## src/complex_arithmetic_unit_macros.svh

```systemverilog
// ---------------------------------------------------------------------------
// Complex arithmetic unit assertion macros
// Concurrent assertion wrappers that vanish when SYNTHESIS is defined.
// ---------------------------------------------------------------------------
`ifndef COMPLEX_ARITHMETIC_UNIT_MACROS_SVH
`define COMPLEX_ARITHMETIC_UNIT_MACROS_SVH
`ifndef SYNTHESIS
`define CAU_ASSERT_SAME(lbl, clk, rst_n, ante, cons, msg) \
  lbl: assert property (@(posedge clk) disable iff (!rst_n) (ante) |-> (cons)) \
    else $error(msg);
`define CAU_ASSERT_NEXT(lbl, clk, rst_n, ante, cons, msg) \
  lbl: assert property (@(posedge clk) disable iff (!rst_n) (ante) |=> (cons)) \
    else $error(msg);
`else
`define CAU_ASSERT_SAME(lbl, clk, rst_n, ante, cons, msg)
`define CAU_ASSERT_NEXT(lbl, clk, rst_n, ante, cons, msg)
`endif
`endif

```

## src/cau_pkg.sv

```systemverilog
`timescale 1ns / 1ps
// ---------------------------------------------------------------------------
// Complex arithmetic unit package
// Opcodes, stage counts, pipeline record types and saturation functions.
// ---------------------------------------------------------------------------
package cau_pkg;

  localparam logic [2:0] OP_ADD  = 3'd0;
  localparam logic [2:0] OP_SUB  = 3'd1;
  localparam logic [2:0] OP_MUL  = 3'd2;
  localparam logic [2:0] OP_DIV  = 3'd3;
  localparam logic [2:0] OP_CONJ = 3'd4;
  localparam logic [2:0] OP_MOD  = 3'd5;

  localparam int QF           = 16;
  localparam int FRONT_STAGES = 3;
  localparam int QBITS        = 33;
  localparam int RBITS        = 32;

  localparam logic [63:0] RND_HALF     = 64'h0000_0000_0000_8000;
  localparam logic [47:0] DIV_SAT_MAG  = 48'h0100_0000_0000;
  localparam logic [31:0] Q_MAX        = 32'h7fff_ffff;
  localparam logic [31:0] Q_MIN        = 32'h8000_0000;

  typedef struct packed {
    logic [31:0] val;
    logic        ov;
  } cau_sat_t;

  typedef struct packed {
    logic [2:0]  cmd;
    logic [31:0] smp_re;
    logic [31:0] smp_im;
    logic        smp_ov;
    logic        neg_re;
    logic [63:0] mag_re;
    logic        neg_im;
    logic [63:0] mag_im;
    logic [63:0] den;
  } cau_s3_t;

  typedef struct packed {
    logic [2:0]  cmd;
    logic [31:0] re;
    logic [31:0] im;
    logic        ov;
    logic        dz;
    logic        sat_re;
    logic        sat_im;
    logic        neg_re;
    logic        neg_im;
  } cau_side_t;

  function automatic cau_sat_t sat_sm(input logic neg, input logic [47:0] mag);
    cau_sat_t r;
    r.ov = 1'b0;
    if (!neg) begin
      if (mag > {16'd0, Q_MAX}) begin
        r.val = Q_MAX;
        r.ov  = 1'b1;
      end else begin
        r.val = mag[31:0];
      end
    end else begin
      if (mag > {16'd0, Q_MIN}) begin
        r.val = Q_MIN;
        r.ov  = 1'b1;
      end else begin
        r.val = 32'd0 - mag[31:0];
      end
    end
    return r;
  endfunction

  function automatic cau_sat_t sat33(input logic [32:0] s);
    cau_sat_t r;
    r.ov  = s[32] ^ s[31];
    r.val = r.ov ? (s[32] ? Q_MIN : Q_MAX) : s[31:0];
    return r;
  endfunction

endpackage

```

## src/cau_sqrt.sv

```systemverilog
`timescale 1ns / 1ps
// ---------------------------------------------------------------------------
// Complex arithmetic unit square root
// Pipelined digit-by-digit root, one bit per stage, then a rounding stage.
// ---------------------------------------------------------------------------
module cau_sqrt import cau_pkg::*; (
  input  logic           clk,
  input  logic           en,
  input  logic [63:0]    sq,
  output logic [RBITS:0] root
);

  logic [RBITS+2:0] rem_r  [0:RBITS-1];
  logic [RBITS-1:0] root_r [0:RBITS-1];
  logic [63:0]      sv_r   [0:RBITS-2];
  logic [RBITS:0]   out_r;

  for (genvar g = 0; g < RBITS; g++) begin : g_stage
    logic [RBITS+2:0] rem_i, remw, trial;
    logic [RBITS-1:0] root_i;
    logic [63:0]      sv_i;
    logic             ge;

    if (g == 0) begin : g_first
      assign rem_i  = '0;
      assign root_i = '0;
      assign sv_i   = sq;
    end else begin : g_next
      assign rem_i  = rem_r[g-1];
      assign root_i = root_r[g-1];
      assign sv_i   = sv_r[g-1];
    end

    assign remw  = {rem_i[RBITS:0], sv_i[63:62]};
    assign trial = {1'b0, root_i, 2'b01};
    assign ge    = remw >= trial;

    always_ff @(posedge clk) begin
      if (en) begin
        rem_r[g]  <= ge ? remw - trial : remw;
        root_r[g] <= {root_i[RBITS-2:0], ge};
      end
    end

    if (g < RBITS - 1) begin : g_carry
      always_ff @(posedge clk) begin
        if (en) begin
          sv_r[g] <= {sv_i[61:0], 2'b00};
        end
      end
    end
  end

  // Round to nearest: step up when the remainder exceeds the root.
  always_ff @(posedge clk) begin
    if (en) begin
      out_r <= {1'b0, root_r[RBITS-1]} +
               {{RBITS{1'b0}}, (rem_r[RBITS-1] > {3'b000, root_r[RBITS-1]})};
    end
  end

  assign root = out_r;

endmodule

```

## config.mk

```make
export PLATFORM = sky130hd
export DESIGN_NAME = cau_sqrt
export DESIGN_NICKNAME = d
export VERILOG_FILES = /design/src/complex_arithmetic_unit_macros.svh /design/src/cau_pkg.sv /design/src/cau_sqrt.sv
export SDC_FILE = /design/constraint.sdc
export NUM_CORES = 2
export LEC_CHECK = 0
export BUFFER_PORTS_ARGS = -buffer_cell sky130_fd_sc_hd__buf_4
export CORE_MARGIN = 5
export CORE_UTILIZATION = 69
export CTS_CLUSTER_SIZE = 16
export DETAILED_ROUTE_END_ITERATION = 10
export PLACE_DENSITY = 0.87
export SLEW_MARGIN = 10
export SYNTH_ARGS = -nofsm -noshare
export SYNTH_HDL_FRONTEND = slang
export SYNTH_MEMORY_MAX_BITS = 65536
export SYNTH_SLANG_ARGS = --single-unit
export TNS_END_PERCENT = 1
```

## constraint.sdc

```tcl
create_clock -name clk -period 7 [get_ports clk]
set_input_delay 0.35 -clock clk [delete_from_list [all_inputs] [get_ports clk]]
set_output_delay 0.35 -clock clk [all_outputs]
set_load 0.02 [all_outputs]
```

==> Yosys cells after proc, flatten, opt, wreduce, memory -nomap -nowiden <==
Memories as Yosys holds them, arrays and structs flattened.
Cells that the tools add are included.
{ "totals": {"mem_count": 3, "inputBits": 66, "mem_bits_rw": 4066, "wordCells": 104, "ff_bits": 33} }
{ "memory_table": {"columns": ["name", "words", "word_bits", "rd", "rd_ports_with_merged_regs", "wr", "line_no", "text"], "rows": [
  ["sv_r", 31, 62, 31, 0, 31, "cau_sqrt.sv:15", "logic [63:0] sv_r [0:RBITS-2];"],
  ["rem_r", 32, 35, 32, 0, 32, "cau_sqrt.sv:13", "logic [RBITS+2:0] rem_r [0:RBITS-1];"],
  ["root_r", 32, 32, 32, 0, 32, "cau_sqrt.sv:14", "logic [RBITS-1:0] root_r [0:RBITS-1];"]
]} }
{ "classes": {"addsub": 33, "order_cmp": 33, "n_mux": 34} }
{ "op_table": {"columns": ["op", "count"], "rows": [
  ["$mux W35", 32],
  ["$ge A35 B34 Y1", 31],
  ["$sub A35 B34 Y35", 31],
  ["$gt A35 B32 Y1", 1],
  ["$add A32 B1 Y33", 1],
  ["$sub A2 B1 Y3 const B", 1],
  ["$ge A2 B1 Y1 const B", 1],
  ["$mux W1", 2]
]} }

==> Depth between registers and ports, before layout <==
An unclocked memory read counts as a cell.
{ "depth": {"word_depth": 3, "depth_mapped": 23, "ltp_nobuf": 23} }

==> Worst setup path before layout <==
No wires, ideal clock.
{ "synth_path": {"path_kind": "register to register", "startpoint": "mem rem_r[27][2] in the netlist's numbering", "endpoint": "mem rem_r[28][24] in the netlist's numbering (data pin)", "period_less_slack_ns": 3.772, "t_arrival_ns": 3.502, "t_required_ns": 6.730, "setup_ns": 0.270, "setup_slack_ns": 3.228, "path_stages_with_launch": 15, "cell_sequence": "edfxtp_1 ha_1 a21oi_1 nor3b_1 a211oi_1 nor4b_1 o31ai_1 a221oi_2 o41ai_1 a41o_1 or3_1 clkbuf_1 clkbuf_1 nor2_1 a21oi_1"} }
{ "synth_rtl": {"columns": ["element", "line_no"], "rows": [
  ["from (decl)", "cau_sqrt.sv:13"]
]} }

==> impl_results.md <==
- Slowest stage delay, CP: approximately 0.63 ns
- Post-route setup TNS: 0 ns
- Ant diodes: 0
- Max Freq: about 0.21 GHz
- Max clock buf depth: 4
- Worst endpoint required time: 7.63 ns
- Worst Skew: ~0.050 ns
- PwrDens: around 340 nW/µm²
- Ys flop type: edfxtp_1
- CP Max Fanout: 17
- GR Util All Layers: 0.2844
- Port Buffers: slightly below 100
- Outcome: complete, no violations
- EDFF count, synth: around 2600
- Max Cap Viol: 0
- DR vias/cell: between 6 and 7
- Unrepaired setup endpoints after global routing: false
- CP max stage cell: nor4_1
- Total power: roughly 45 mW
- Most frequent cells in the layout: 2562 x edfxtp_1, 743 x inv_1, 603 x a21oi_1
- DRC violations left: 0
- Max VDD drop: 433.1 µV
- Starting density of the core: 0.6955
- Final Wtd Congestion: approximately 0.93
- CTS tree: done
- Chip Height: 426.3 µm
- Core Rows: 152
- First-pass GRT wire length: between 400 and 500 mm
- Netlist cell types: 90
- Post-synth net total: 9878
- DPL Wire Length: 171.8 mm
- Final Cycle Share: 0.6725
- Nets: about 10000
- Avg Cell Area, Syn: between 10 and 15 µm²
- Initial antenna violation count: 2
- Top cells by area, synth: edfxtp_1 64%, ha_1 6.2%, xnor2_1 3.3%, xor2_1 3.1%, a21oi_1 2.5%
- Worst Hold Class: in2reg
- Least-Margin Pin Slew: roughly 1.2 ns
- IO Pins: 99
- Largest net degree at the start of global routing: between 200 and 250
- Worst Setup End Kind: flip-flop
- Finished Layout Cells: around 12000
- Setup crit start kind: flip-flop
- Slew headroom: 0.1694
- Crit path DAT: approximately 5.3 ns
- Minimum clock period: 4.708 ns
- Fillcell total: a little under 10000
- Vias in the first global route: around 75000
- Wire length per cell: 21.53 µm
- Die width: 426.3 µm
- Core Region: approximately 170000 µm²
- Max Slew Vio Count: 0
- Clk_lat worst skew: ~0.92 ns
- Root Buffer: clkbuf_16
- Type of the worst setup path: reg2reg
- Seq/Total Area, Yosys: 0.6434
- Largest area contributor in the synthesized netlist: edfxtp_1
- Dpl cells: 11500
- Full die area: around 180000 µm²
- Area delta synth->final: 10.73%
- Worst-path cell chain: or3_1, or4_1, or2_2, nor4_1, o211a_1, nor2b_1, nand3_1, nand3_1, or2_2, nor3_1, xor2_1
- # setup viols final: 0
- Lkg Pwr: a little over 50 nW
- Vias: between 70000 and 80000
- Post-synthesis cell count: slightly above 9000
- GRT overflow: 0
- Async set or reset register ratio after synthesis: 0
- Leading cell type in the layout, fill and taps excluded: edfxtp_1
- Fraction of layout instances using a drive strength above 1: 0.07437
- Clock-pin slew on the worst setup and hold paths: approximately 0.06 ns
- Post-Syn Area: 119600 µm²
- Drt pass-1 iters: 8
- Share of the synthesized area in the top cell type: 0.6434
- TritonCTS buffer count: about 280
- Final hold vios: 0
- Iter 0 DRT Violations: approximately 7800
- Antenna viol nets, final: 0
- Total number of H-tree levels: 5
- Clk sinks: approximately 2600
- Number of synthesis warnings: 0
- Detailed Route WL: roughly 260 mm
- Yosys reg bits: 2562
## sequential cells by signal (all words and copies together) (netlist names)
name    flops
sv_r      992
root_r    528
root       33
rem_r    1009
## cell usage after synthesis (51+ instances only)
master    instances
a21oi_1         605
xnor2_1         455
or3_1            78
ha_1            597
xor2_1          422
o21ai_0         489
a21o_1          256
mux2_2           91
nand2b_1        131
nor2_1          573
edfxtp_1       2562
or2_2            51
o21a_1           93
nor4_1          117
a211oi_1         52
nor2b_1         102
inv_1           743
nor3_1          207
or4_1            73
nand4_1          92
nand2_1         547
clkbuf_1        161
nand3_1         150
## report_power, final
group | switching [mW] | internal, mW | leakage, nW | total [mW]
sequential | 1.42 | 19.6 | 24.7 | 21.0
combinational | 5.66 | 4.12 | 22.4 | 9.79
clock | 5.81 | 8.24 | 4.18 | 14.1
## worst paths after layout
path / slack [ns] / startpoint / to / cells past startpoint
max: 2.29 / rem_r[5][21]$_DFFE_PP_ / rem_r[6][24]$_DFFE_PP_ / 11
min: 0.01 / en / sv_r[0][29]$_DFFE_PP_ / 1
max reg2reg: 2.29 / rem_r[5][21]$_DFFE_PP_ / rem_r[6][24]$_DFFE_PP_ / 11
min reg2reg: 0.40 / sv_r[5][50]$_DFFE_PP_ / sv_r[5][114]$_DFFE_PP_ / 0
## area by class of cell
type	count	area [µm²]	share of cell area
Clock buffer	331	7241	0.05468
Sequential cell	2562	76930	0.5810
Multi-Input combinational cell	5736	39290	0.2967
Timing Repair Buffer	216	1958	0.01479
Tap cell	2310	2890	0.02183
Inverter	743	2789	0.02106
Clock inverter	134	1306	0.009865
## stage by stage
step                        util  hold slack (ns)  worst slack [ns]  instance area, µm²
after floorplan                -           0.4003             3.228              119600
after global placement    0.7165           0.4003             2.554              123200
after detailed placement  0.7165           0.4045             2.407              123200
after CTS                 0.7700          0.01213             2.360              132400
after global routing      0.7702          0.02226             2.003              132400
final                     0.7702          0.01129             2.292              132400
## layer usage
layer  wire length [µm]  up-vias  track usage
met3              15980      741      0.04293
met5                 26        -            0
met2             131900     3182       0.4955
met1             100700    36500       0.3627
met4              10520        4       0.1100
li1                   -    34650            -
## logic make-up (layout without fill, tap and decap cells)
logic type / after synthesis / after routing / synth area share
adders and majority gates: 597 / 597 / 0.06247
DFF: 2562 / 2562 / 0.6434
muxes: 99 / 99 / 0.009239
other: 1 / 1 / 0.00003136
xor gates and xnor gates: 877 / 877 / 0.06423
buffers and inverters: 917 / 1424 / 0.02881
AOI/OAI and AO/OA: 1857 / 1857 / 0.09536
and+or+nand+nor: 2305 / 2305 / 0.09648
## worst max-delay path, delay by kind of cell, from the launching register on
kind	cells	cell delay, ns
flops	1	0.46
xor+xnor	1	0.15
simple gates	9	3.52
compound gates	1	0.30
## repair_timing
item / CTS / global route
setup endpoints to repair: 0 / 0
gates resized for setup: 0 / 0
hold endpoints to repair: 65 / 0
hold buffers: 65 / 0
setup buffers: 0 / 0
No activity file was read; power rests on OpenSTA's default activity.
